<file path="src/rtl/lsfe_pkg.sv">
// Shared constants, codes and control structs for the LED strip frame encoder.
`timescale 1ns / 1ps

package lsfe_pkg;

   localparam int LED_COUNT    = 64;
   localparam int LED_IDX_W    = (LED_COUNT > 1) ? $clog2(LED_COUNT) : 1;
   localparam int LED_CNT_W    = $clog2(LED_COUNT + 1);
   localparam int COLOR_W      = 24;
   localparam int BITS_PER_LED = 24;
   localparam int WORD_W       = 16;
   localparam int SLOT_W       = 8;
   localparam int POS_W        = 10;
   localparam int CSR_ADDR_W   = 3;
   localparam int CSR_DATA_W   = 32;

   localparam logic [POS_W:0]      LED_POS_LIMIT = (POS_W + 1)'(LED_COUNT);
   localparam logic [WORD_W-1:0]   SYM_ONE       = 16'hFFF0;
   localparam logic [WORD_W-1:0]   SYM_ZERO      = 16'hF000;
   localparam logic [WORD_W-1:0]   WORD_BLANK    = 16'h0000;
   localparam logic [SLOT_W-1:0]   SLOTS_RESET   = 8'd100;
   localparam logic [COLOR_W-1:0]  COLOR_RESET   = '0;

   typedef enum logic [1:0] {
      REQ_SET_ONE = 2'd0,
      REQ_SET_ALL = 2'd1,
      REQ_START   = 2'd2,
      REQ_TICK    = 2'd3
   } req_code_type;

   typedef enum logic {
      CSR_LEAD  = 1'b0,
      CSR_TRAIL = 1'b1
   } csr_reg_type;

   // store write command from the request sequencer
   typedef struct packed {
      logic                 we;
      logic                 all;
      logic [LED_IDX_W-1:0] idx;
      logic [COLOR_W-1:0]   color;
   } store_cmd_type;

   // frame sequencer operation for the current request
   typedef struct packed {
      logic start;
      logic tick;
      logic mark_dirty;
   } frame_op_type;

   typedef struct packed {
      logic [WORD_W-1:0] spi_word;
      logic              last_word;
   } rsp_beat_type;

   typedef struct packed {
      logic         valid;
      rsp_beat_type beat;
   } frame_res_type;

endpackage

</file>
<file path="src/rtl/lsfe_if.sv">
// Valid/ready channel interfaces for request and response beats.
`timescale 1ns / 1ps

interface lsfe_req_if;
   logic                              valid;
   logic                              ready;
   lsfe_pkg::req_code_type            req_type;
   logic [lsfe_pkg::POS_W-1:0]        led_position;
   logic [7:0]                        red;
   logic [7:0]                        green;
   logic [7:0]                        blue;

   modport source (output valid, req_type, led_position, red, green, blue, input ready);
   modport sink   (input valid, req_type, led_position, red, green, blue, output ready);
endinterface

interface lsfe_rsp_if;
   logic                              valid;
   logic                              ready;
   logic [lsfe_pkg::WORD_W-1:0]       spi_word;
   logic                              last_word;

   modport source (output valid, spi_word, last_word, input ready);
   modport sink   (input valid, spi_word, last_word, output ready);
endinterface

</file>
<file path="src/rtl/lsfe_ram.sv">
// Generic single-port-write, registered-read RAM.
`timescale 1ns / 1ps

module lsfe_ram #(
   parameter int  WIDTH  = 24,
   parameter int  DEPTH  = 64,
   localparam int ADDR_W = (DEPTH > 1) ? $clog2(DEPTH) : 1
) (
   input  logic              clock,
   input  logic              we,
   input  logic [ADDR_W-1:0] wr_addr,
   input  logic [WIDTH-1:0]  wr_data,
   input  logic [ADDR_W-1:0] rd_addr,
   output logic [WIDTH-1:0]  rd_data
);

   logic [WIDTH-1:0] mem_ff [DEPTH];
   logic [WIDTH-1:0] rd_data_ff;

   always_ff @(posedge clock) begin
      if (we) begin
         mem_ff[wr_addr] <= wr_data;
      end
      rd_data_ff <= mem_ff[rd_addr];
   end

   assign rd_data = rd_data_ff;

endmodule

</file>
<file path="src/rtl/lsfe_store.sv">
// Color store: RAM plus per-entry valid bits and a fill color for unwritten entries.
`timescale 1ns / 1ps

module lsfe_store (
   input  logic                           clock,
   input  logic                           reset,
   input  lsfe_pkg::store_cmd_type        cmd,
   input  logic [lsfe_pkg::LED_IDX_W-1:0] rd_idx,
   output logic [lsfe_pkg::COLOR_W-1:0]   rd_color
);

   logic [lsfe_pkg::LED_COUNT-1:0] valid_ff;
   logic [lsfe_pkg::COLOR_W-1:0]   fill_color_ff;
   logic                           hit_ff;
   logic [lsfe_pkg::COLOR_W-1:0]   ram_q;

   lsfe_ram #(
      .WIDTH (lsfe_pkg::COLOR_W),
      .DEPTH (lsfe_pkg::LED_COUNT)
   ) u_ram (
      .clock   (clock),
      .we      (cmd.we & ~cmd.all),
      .wr_addr (cmd.idx),
      .wr_data (cmd.color),
      .rd_addr (rd_idx),
      .rd_data (ram_q)
   );

   // set-all drops every valid bit and moves the color into the fill register
   always_ff @(posedge clock) begin
      if (reset) begin
         valid_ff      <= '0;
         fill_color_ff <= lsfe_pkg::COLOR_RESET;
      end else if (cmd.we) begin
         if (cmd.all) begin
            valid_ff      <= '0;
            fill_color_ff <= cmd.color;
         end else begin
            valid_ff[cmd.idx] <= 1'b1;
         end
      end
   end

   // sampled alongside the RAM read so both refer to the same edge
   always_ff @(posedge clock) begin
      hit_ff <= valid_ff[rd_idx];
   end

   assign rd_color = hit_ff ? ram_q : fill_color_ff;

endmodule

</file>
<file path="src/rtl/lsfe_frame.sv">
// Frame sequencer: dirty mark, phase, slot and LED counters, SPI word selection.
`timescale 1ns / 1ps

module lsfe_frame (
   input  logic                           clock,
   input  logic                           reset,
   input  lsfe_pkg::frame_op_type         op,
   input  logic [lsfe_pkg::SLOT_W-1:0]    lead_slots,
   input  logic [lsfe_pkg::SLOT_W-1:0]    trail_slots,
   input  logic [lsfe_pkg::COLOR_W-1:0]   color,
   output logic [lsfe_pkg::LED_IDX_W-1:0] fill_idx,
   output lsfe_pkg::frame_res_type        res
);

   typedef enum logic [1:0] {
      PH_LEAD  = 2'd0,
      PH_DATA  = 2'd1,
      PH_CLOSE = 2'd2,
      PH_TRAIL = 2'd3
   } phase_type;

   localparam logic [4:0]                    TOP_BIT   = 5'(lsfe_pkg::BITS_PER_LED - 1);
   localparam logic [lsfe_pkg::SLOT_W-1:0]   BITS_LAST = lsfe_pkg::SLOT_W'(lsfe_pkg::BITS_PER_LED);
   localparam logic [lsfe_pkg::LED_CNT_W-1:0] FILL_END = lsfe_pkg::LED_CNT_W'(lsfe_pkg::LED_COUNT);

   logic                            active_ff, active_in;
   logic                            dirty_ff, dirty_in;
   phase_type                       phase_ff, phase_in;
   logic [lsfe_pkg::SLOT_W-1:0]     slot_ff, slot_in;
   logic [lsfe_pkg::LED_CNT_W-1:0]  fill_ff, fill_in;
   logic [4:0]                      bit_idx;

   always_comb begin
      active_in = active_ff;
      dirty_in  = dirty_ff;
      phase_in  = phase_ff;
      slot_in   = slot_ff;
      fill_in   = fill_ff;
      res       = '0;
      bit_idx   = TOP_BIT - slot_ff[4:0];

      if (op.mark_dirty) begin
         dirty_in = 1'b1;
      end

      if (op.start && !active_ff && dirty_ff) begin
         active_in = 1'b1;
         phase_in  = PH_LEAD;
         slot_in   = '0;
         fill_in   = '0;
      end

      if (op.tick && active_ff) begin
         res.valid = 1'b1;
         if (phase_in == PH_LEAD && slot_in >= lead_slots) begin
            phase_in = PH_DATA;
            slot_in  = '0;
            fill_in  = '0;
         end
         bit_idx = TOP_BIT - slot_in[4:0];
         case (phase_in)
            PH_LEAD: begin
               res.beat.spi_word = lsfe_pkg::WORD_BLANK;
               slot_in = slot_in + 1'b1;
            end
            PH_DATA: begin
               res.beat.spi_word = color[bit_idx] ? lsfe_pkg::SYM_ONE : lsfe_pkg::SYM_ZERO;
               slot_in = slot_in + 1'b1;
               if (slot_in == BITS_LAST) begin
                  slot_in = '0;
                  fill_in = fill_in + 1'b1;
                  if (fill_in == FILL_END) begin
                     phase_in = PH_CLOSE;
                  end
               end
            end
            PH_CLOSE: begin
               res.beat.spi_word = lsfe_pkg::SYM_ZERO;
               phase_in = PH_TRAIL;
               slot_in  = '0;
            end
            default: begin
               res.beat.spi_word = lsfe_pkg::WORD_BLANK;
               slot_in = slot_in + 1'b1;
            end
         endcase
         if (phase_in == PH_TRAIL && slot_in >= trail_slots) begin
            res.beat.last_word = 1'b1;
            active_in = 1'b0;
            dirty_in  = 1'b0;
            phase_in  = PH_LEAD;
            slot_in   = '0;
            fill_in   = '0;
         end
      end
   end

   always_ff @(posedge clock) begin
      if (reset) begin
         active_ff <= 1'b0;
         dirty_ff  <= 1'b1;
         phase_ff  <= PH_LEAD;
         slot_ff   <= '0;
         fill_ff   <= '0;
      end else begin
         active_ff <= active_in;
         dirty_ff  <= dirty_in;
         phase_ff  <= phase_in;
         slot_ff   <= slot_in;
         fill_ff   <= fill_in;
      end
   end

   assign fill_idx = fill_ff[lsfe_pkg::LED_IDX_W-1:0];

endmodule

</file>
<file path="src/rtl/lsfe_rsp_queue.sv">
// Two-entry response queue driving the rsp channel.
`timescale 1ns / 1ps

module lsfe_rsp_queue (
   input  logic                   clock,
   input  logic                   reset,
   input  logic                   push,
   input  lsfe_pkg::rsp_beat_type push_beat,
   output logic                   room,
   lsfe_rsp_if.source             rsp_chan
);

   lsfe_pkg::rsp_beat_type entry_ff [2];
   logic                   wr_ptr_ff;
   logic                   rd_ptr_ff;
   logic [1:0]             count_ff;
   logic                   pop;

   assign pop = rsp_chan.valid & rsp_chan.ready;

   always_ff @(posedge clock) begin
      if (push) begin
         entry_ff[wr_ptr_ff] <= push_beat;
      end
   end

   always_ff @(posedge clock) begin
      if (reset) begin
         wr_ptr_ff <= 1'b0;
         rd_ptr_ff <= 1'b0;
         count_ff  <= '0;
      end else begin
         if (push) begin
            wr_ptr_ff <= ~wr_ptr_ff;
         end
         if (pop) begin
            rd_ptr_ff <= ~rd_ptr_ff;
         end
         count_ff <= count_ff + {1'b0, push} - {1'b0, pop};
      end
   end

   assign room               = (count_ff != 2'd2);
   assign rsp_chan.valid     = (count_ff != 2'd0);
   assign rsp_chan.spi_word  = entry_ff[rd_ptr_ff].spi_word;
   assign rsp_chan.last_word = entry_ff[rd_ptr_ff].last_word;

endmodule

</file>
<file path="src/rtl/rgb_led_strip_frame_encoder_top.sv">
// Top level: APB registers, request sequencer, color store, frame sequencer, response queue.
`timescale 1ns / 1ps
// Each request beat is accepted in ST_IDLE, then executed in ST_EXEC, in which the
// color store's registered RAM read (issued at accept) is consumed. A tick's word
// enters the response queue at the end of the execute cycle. A new request is taken
// only in ST_IDLE and only while the two-entry response queue has room.
// Reset: lead/trail slots = 100, store reads all zero (valid bits cleared, no
// clearing pass), dirty mark set, no frame active, response queue empty.

module rgb_led_strip_frame_encoder_top (
   input  logic                            clock,
   input  logic                            reset,
   lsfe_req_if.sink                        req_chan,
   lsfe_rsp_if.source                      rsp_chan,
   input  logic                            psel,
   input  logic                            penable,
   input  logic                            pwrite,
   input  logic [lsfe_pkg::CSR_ADDR_W-1:0] paddr,
   input  logic [lsfe_pkg::CSR_DATA_W-1:0] pwdata,
   output logic [lsfe_pkg::CSR_DATA_W-1:0] prdata,
   output logic                            pready
);

   typedef enum logic {
      ST_IDLE = 1'b0,
      ST_EXEC = 1'b1
   } state_type;

   typedef struct packed {
      lsfe_pkg::req_code_type          code;
      logic [lsfe_pkg::POS_W-1:0]      pos;
      logic [7:0]                      red;
      logic [7:0]                      green;
      logic [7:0]                      blue;
   } req_beat_type;

   state_type                         state_ff, state_in;
   req_beat_type                      req_ff, req_in;
   logic [lsfe_pkg::SLOT_W-1:0]       lead_ff;
   logic [lsfe_pkg::SLOT_W-1:0]       trail_ff;

   logic                              accept;
   logic                              room;
   logic                              pos_ok;
   lsfe_pkg::store_cmd_type           store_cmd;
   lsfe_pkg::frame_op_type            frame_op;
   lsfe_pkg::frame_res_type           frame_res;
   logic [lsfe_pkg::LED_IDX_W-1:0]    fill_idx;
   logic [lsfe_pkg::COLOR_W-1:0]      color;
   logic                              csr_wr;

   // ---------------------------------------------------------------------------
   // APB register file; index is the word address, low byte bits are ignored
   // ---------------------------------------------------------------------------
   assign pready = 1'b1;
   assign csr_wr = psel & penable & pwrite & pready;

   always_ff @(posedge clock) begin
      if (reset) begin
         lead_ff  <= lsfe_pkg::SLOTS_RESET;
         trail_ff <= lsfe_pkg::SLOTS_RESET;
      end else if (csr_wr) begin
         case (lsfe_pkg::csr_reg_type'(paddr[2]))
            lsfe_pkg::CSR_LEAD:  lead_ff  <= pwdata[lsfe_pkg::SLOT_W-1:0];
            lsfe_pkg::CSR_TRAIL: trail_ff <= pwdata[lsfe_pkg::SLOT_W-1:0];
            default: ;
         endcase
      end
   end

   always_comb begin
      case (lsfe_pkg::csr_reg_type'(paddr[2]))
         lsfe_pkg::CSR_LEAD:  prdata = lsfe_pkg::CSR_DATA_W'(lead_ff);
         lsfe_pkg::CSR_TRAIL: prdata = lsfe_pkg::CSR_DATA_W'(trail_ff);
         default:             prdata = '0;
      endcase
   end

   // ---------------------------------------------------------------------------
   // Request sequencer: one beat in flight. Beats are only taken while the
   // response queue has a free entry, so a tick's word always has a place.
   // ---------------------------------------------------------------------------
   assign req_chan.ready = (state_ff == ST_IDLE) & room;
   assign accept         = req_chan.valid & req_chan.ready;

   always_comb begin
      state_in = state_ff;
      req_in   = req_ff;
      case (state_ff)
         ST_IDLE: begin
            if (accept) begin
               state_in     = ST_EXEC;
               req_in.code  = req_chan.req_type;
               req_in.pos   = req_chan.led_position;
               req_in.red   = req_chan.red;
               req_in.green = req_chan.green;
               req_in.blue  = req_chan.blue;
            end
         end
         ST_EXEC: begin
            state_in = ST_IDLE;
         end
         default: begin
            state_in = ST_IDLE;
         end
      endcase
   end

   always_ff @(posedge clock) begin
      if (reset) begin
         state_ff <= ST_IDLE;
      end else begin
         state_ff <= state_in;
      end
      req_ff <= req_in;
   end

   // ---------------------------------------------------------------------------
   // Execute-cycle decode
   // ---------------------------------------------------------------------------
   // out-of-range positions skip the store but still mark it dirty
   assign pos_ok = ({1'b0, req_ff.pos} < lsfe_pkg::LED_POS_LIMIT);

   always_comb begin
      store_cmd          = '0;
      frame_op           = '0;
      store_cmd.idx      = req_ff.pos[lsfe_pkg::LED_IDX_W-1:0];
      store_cmd.color    = {req_ff.green, req_ff.red, req_ff.blue};
      if (state_ff == ST_EXEC) begin
         case (req_ff.code)
            lsfe_pkg::REQ_SET_ONE: begin
               store_cmd.we        = pos_ok;
               frame_op.mark_dirty = 1'b1;
            end
            lsfe_pkg::REQ_SET_ALL: begin
               store_cmd.we        = 1'b1;
               store_cmd.all       = 1'b1;
               frame_op.mark_dirty = 1'b1;
            end
            lsfe_pkg::REQ_START: begin
               frame_op.start = 1'b1;
            end
            lsfe_pkg::REQ_TICK: begin
               frame_op.tick = 1'b1;
            end
            default: ;
         endcase
      end
   end

   // Store read address follows the LED pointer every cycle; the word for a
   // tick uses the read launched at its accept edge.
   lsfe_store u_store (
      .clock    (clock),
      .reset    (reset),
      .cmd      (store_cmd),
      .rd_idx   (fill_idx),
      .rd_color (color)
   );

   lsfe_frame u_frame (
      .clock       (clock),
      .reset       (reset),
      .op          (frame_op),
      .lead_slots  (lead_ff),
      .trail_slots (trail_ff),
      .color       (color),
      .fill_idx    (fill_idx),
      .res         (frame_res)
   );

   lsfe_rsp_queue u_rsp_queue (
      .clock     (clock),
      .reset     (reset),
      .push      (frame_res.valid),
      .push_beat (frame_res.beat),
      .room      (room),
      .rsp_chan  (rsp_chan)
   );

endmodule

</file>
<file path="src/flat_wrapper.sv">
// flat-port wrapper written by rule: the top's interface ports become plain ports
module rgb_led_strip_frame_encoder_top_flat 
  (clock, reset, psel, penable, pwrite, paddr, pwdata, prdata, pready, req_chan_valid, req_chan_req_type, req_chan_led_position, req_chan_red, req_chan_green, req_chan_blue, req_chan_ready, rsp_chan_valid, rsp_chan_spi_word, rsp_chan_last_word, rsp_chan_ready);
  lsfe_req_if req_chan_i ();
  lsfe_rsp_if rsp_chan_i ();
  input  logic clock;
  input  logic reset;
  input  logic psel;
  input  logic penable;
  input  logic pwrite;
  input  logic [lsfe_pkg::CSR_ADDR_W-1:0] paddr;
  input  logic [lsfe_pkg::CSR_DATA_W-1:0] pwdata;
  output logic [lsfe_pkg::CSR_DATA_W-1:0] prdata;
  output logic pready;
  input wire logic [$bits(req_chan_i.valid)-1:0] req_chan_valid;
  input wire logic [$bits(req_chan_i.req_type)-1:0] req_chan_req_type;
  input wire logic [$bits(req_chan_i.led_position)-1:0] req_chan_led_position;
  input wire logic [$bits(req_chan_i.red)-1:0] req_chan_red;
  input wire logic [$bits(req_chan_i.green)-1:0] req_chan_green;
  input wire logic [$bits(req_chan_i.blue)-1:0] req_chan_blue;
  output wire logic [$bits(req_chan_i.ready)-1:0] req_chan_ready;
  output wire logic [$bits(rsp_chan_i.valid)-1:0] rsp_chan_valid;
  output wire logic [$bits(rsp_chan_i.spi_word)-1:0] rsp_chan_spi_word;
  output wire logic [$bits(rsp_chan_i.last_word)-1:0] rsp_chan_last_word;
  input wire logic [$bits(rsp_chan_i.ready)-1:0] rsp_chan_ready;
  assign req_chan_i.valid = req_chan_valid;
  assign req_chan_i.req_type = req_chan_req_type;
  assign req_chan_i.led_position = req_chan_led_position;
  assign req_chan_i.red = req_chan_red;
  assign req_chan_i.green = req_chan_green;
  assign req_chan_i.blue = req_chan_blue;
  assign req_chan_ready = req_chan_i.ready;
  assign rsp_chan_valid = rsp_chan_i.valid;
  assign rsp_chan_spi_word = rsp_chan_i.spi_word;
  assign rsp_chan_last_word = rsp_chan_i.last_word;
  assign rsp_chan_i.ready = rsp_chan_ready;
  rgb_led_strip_frame_encoder_top u_core (.clock(clock), .reset(reset), .req_chan(req_chan_i), .rsp_chan(rsp_chan_i), .psel(psel), .penable(penable), .pwrite(pwrite), .paddr(paddr), .pwdata(pwdata), .prdata(prdata), .pready(pready));
endmodule
</file>
<file path="config.mk">
export PLATFORM = sky130hd
export DESIGN_NAME = rgb_led_strip_frame_encoder_top_flat
export DESIGN_NICKNAME = d
export VERILOG_FILES = /design/src/rtl/lsfe_pkg.sv /design/src/rtl/lsfe_if.sv /design/src/rtl/lsfe_ram.sv /design/src/rtl/lsfe_store.sv /design/src/rtl/lsfe_frame.sv /design/src/rtl/lsfe_rsp_queue.sv /design/src/rtl/rgb_led_strip_frame_encoder_top.sv /design/src/flat_wrapper.sv
export SDC_FILE = /design/constraint.sdc
export NUM_CORES = 2
export LEC_CHECK = 0
export ABC_AREA = 0
export BUFFER_PORTS_ARGS = -buffer_cell sky130_fd_sc_hd__buf_2
export CAP_MARGIN = 5
export CORE_MARGIN = 5
export CORE_UTILIZATION = 40
export CTS_BUF_LIST = sky130_fd_sc_hd__clkbuf_8
export DETAILED_ROUTE_END_ITERATION = 10
export PLACE_DENSITY = 0.52
export SLEW_MARGIN = 5
export SYNTH_ARGS = -nofsm -noshare
export SYNTH_HDL_FRONTEND = slang
export SYNTH_SLANG_ARGS = --single-unit
</file>
<file path="constraint.sdc">
create_clock -name clock -period 8.7 [get_ports clock]
set_input_delay 1.74 -clock clock [delete_from_list [all_inputs] [get_ports clock]]
set_output_delay 1.74 -clock clock [all_outputs]
set_load 0.02 [all_outputs]
</file>
==> flow_summary.ini <==
[status]
status = completed

[synth]
synth_xor_area_share_pct = 0.132
ys_seq_area_share_pct = 75.8
synth_edf_count = 1578
synth.area.mux_share_pct = 18.2
yosys.area_share.simple_pct = 2.06
yosys_warnings = 0
async_reset_ff_share_pct = 0
yosys.area_share.adder_pct = 0.414
syn_area_per_cell_um2 = 22.0
syn_inst = 3028
ys_ff_latch = 1732
synth_compound_area_share_pct = 1.88
synth_top_flop_cell = edfxtp_1
syn_area_mm2 = 0.0665
synth_cell_types = 61
synth_top_family_by_area = multiplexers

[timing]
hold_violations = 0
fin_crit_ns = 7.76
worst_slew_pin_slew_ns = 1.20
fin_setup_tns_ns = 0
fin_skew_ns = 0.0422
max_freq_ghz = 0.129
rsz0062_at_grt = no
slew_violations = 0
setup_viol_count_final = 0
maxSlewHeadroom_pct = 19.8
fin_crit_sh_pct = 89.2
finalWorstSetupSlack_ns = 0.944

[final_layout]
fill_cells = 13851
multi_input_area_mm2 = 0.0157
area_growth_pct = 13.0
drive_gt1_share_pct = 31.5
seq_area_mm2 = 0.0505
nets = 3413

[power_and_ir_drop]
power_density_mw_per_mm2 = 221
vdd_ir_drop_max_v = 0.000124
power.leakage_nw = 23.2

[global_route]
grt_pass1_vias = 33703
grt-ovfl-total = 0
antenna_found_initial = 8
grt_usage_pct = 19.8
grt_max_degree = 128
grt_first_pass_wirelength_um = 244000

[setup_path]
required_ns = 9.57
end_kind = flip-flop
critical_path_class = flip-flop to flip-flop
crit_arrival_ns = 8.62
cp-start-kind = flip-flop
crit_fanout = 13

[clocking]
path_clk_slew_ns = 0.06
clkLatencyLatePin_ns = 0.97
cts_max_path_buffers = 4
cts_buffers = 299
cts_resized = 0
cts_tree = done
cts_max_level = 5
cts_sinks = 1732
cts_root_buffer = clkbuf_8
postCtsHoldBufs = 0
cts_setup_buffers = 0

[floorplan]
dieWidth_um = 418
die-area_mm2 = 0.175
row_count = 149
ios = 130
core_area_mm2 = 0.165
start_util_pct = 40.3
die_y_um = 418

[drt]
wire_per_inst_um = 30.4
route.detailed.drc = 0
first_pass_iters = 6
num_vias = 31850
viasPerCell = 5.59
drtIter0Drc = 3332
ant_nets = 0
drt_wl_total_um = 173000

[placement]
gp_congestion = 0.862
post-place-ws_ns = 1.08
place_hpwl_um = 91000
io_buffers = 74

[min_path]
hold_class = flip-flop to flip-flop

[job]
drv_cap = 0
per-layer routing:
layer  wire, µm  global-route usage [%]  vias up
li1           -                       -    13190
met5         13                       0        -
met4       4170                    5.85        2
met3      10300                    3.91      277
met2      87700                    33.7     1174
met1      71100                    25.9    17207
state kept, by name, summed over array words and instances, names as in the netlist, 6 cells and up, named ones only:
name,count
u_core.u_store.u_ram.mem_ff,1536
u_core.u_store.valid_ff,64
u_core.req_ff,36
u_core.u_store.fill_color_ff,24
u_core.u_store.u_ram.rd_data,24
u_core.lead_ff,8
u_core.trail_ff,8
u_core.u_frame.slot_ff,8
u_core.u_frame.fill_ff,7
u_core.u_rsp_queue.entry_ff,6
cell type report:
| type | count | area share (%) |
|---|---|---|
| inverters | 32 | 0.160 |
| multi-input cells | 1096 | 20.8 |
| clock inverters | 181 | 1.04 |
| clock buffers | 316 | 5.79 |
| diodes | 4 | 0.0133 |
| repair buffers | 152 | 1.37 |
| flip-flops and latches | 1732 | 67.2 |
| well taps | 2189 | 3.64 |
synthesized netlist by cell type (4+ instances only):
| master | n | area [µm²] |
|---|---|---|
| a22oi_1 | 5 | 37.5 |
| nor2_1 | 115 | 432 |
| nand4_1 | 5 | 31.3 |
| xnor2_1 | 8 | 70.1 |
| ha_1 | 22 | 275 |
| dfxtp_1 | 154 | 3080 |
| and3_1 | 13 | 81.3 |
| clkbuf_1 | 112 | 420 |
| nand2_1 | 110 | 413 |
| o21a_1 | 66 | 495 |
| nor4_1 | 8 | 50.1 |
| nor3_1 | 10 | 50.1 |
| buf_2 | 4 | 20.0 |
| a21o_1 | 5 | 37.5 |
| inv_1 | 31 | 116 |
| edfxtp_1 | 1578 | 47400 |
| a221oi_1 | 4 | 35.0 |
| mux4_2 | 527 | 11900 |
| mux2i_1 | 10 | 100 |
| and2_1 | 8 | 50.1 |
| buf_4 | 39 | 293 |
| a211o_1 | 7 | 61.3 |
| mux2_2 | 10 | 113 |
| a211oi_1 | 6 | 45.0 |
| nand3_1 | 13 | 65.1 |
| o21ai_0 | 15 | 75.1 |
| o31ai_1 | 4 | 30.0 |
| a21oi_1 | 40 | 200 |
| buf_1 | 40 | 150 |
| nor2b_1 | 5 | 31.3 |
power by group:
part | internal, mW | switching (mW) | total [mW]
combinational | 0.0806 | 0.575 | 0.656
clock | 3.40 | 3.10 | 6.50
sequential | 9.41 | 0.0322 | 9.45
kinds of logic after synthesis:
logic type      Yosys count
xor+xnor                 10
fa+ha+maj                22
flops                  1732
simple gates            308
mux                     547
other cells               2
compound gates          180
buf+inv                 227
critical path, stage by stage (launching register included):
cell and delay [ns]:
edfxtp_1 0.42, and4bb_4 0.25, a21boi_1 0.50, inv_1 0.23, ha_1 0.32, nand2b_1 0.14
a2111oi_0 0.55, o31a_1 0.29, o21ai_1 0.09, inv_1 0.45, ha_1 0.34, nand3_1 0.16
a2111o_1 0.42, xnor2_1 0.17, or4_1 0.56, nor3_2 0.62, nor4_1 0.13, ha_1 0.22
a21o_1 0.15, a211oi_1 0.22, nand2_1 0.08, a31oi_1 0.27, nor3_1 0.18, nor3_1 0.23
or4b_1 0.52, o32ai_1 0.14
layout by cell type, fill, tap and decap left out, types with 6 or more instances in the layout:
master	count
edfxtp_1	1578
mux4_2	527
clkbuf_8	316
dfxtp_1	148
inv_1	145
nand2_1	110
buf_2	74
buf_4	72
o21a_1	66
nor2_4	65
nor2_1	50
clkinv_1	47
a21oi_1	40
conb_1	29
ha_1	22
clkinv_2	18
o21ai_0	15
and3_1	13
nand3_1	13
nor3_1	10
mux2i_1	10
mux2_2	10
xnor2_1	8
nor4_1	8
and2_1	7
a211o_1	7
a211oi_1	6
buf_12	6
final timing paths:
kind | startpoint | endpoint | depth (start not counted) | slack (ns)
worst max register to register | u_core.req_ff[34] | u_core.u_frame.slot_ff[3] | 25 | 0.94
worst min register to register | u_core.u_store.fill_color_ff[19] | u_core.u_store.fill_color_ff[19] | 2 | 0.45
worst min-delay path | u_core.u_store.fill_color_ff[19] | u_core.u_store.fill_color_ff[19] | 2 | 0.45
worst max-delay path | u_core.req_ff[34] | u_core.u_frame.slot_ff[3] | 25 | 0.94
metrics by stage:
stage                     util, %  power, mW  hold WS, ns  instance area (µm²)  std cells
after global routing         45.5       17.2        0.471                75200       5699
after CTS                    45.5       16.8        0.453                75200       5698
after detailed placement     42.4       10.3        0.446                70000       5201
after global placement       42.4       10.2        0.441                70000       5201
final                        45.5       16.6        0.453                75200       5702
after floorplan                 -       9.93        0.432                66600       3055
Note: power is estimated with default switching activity, not from simulation.
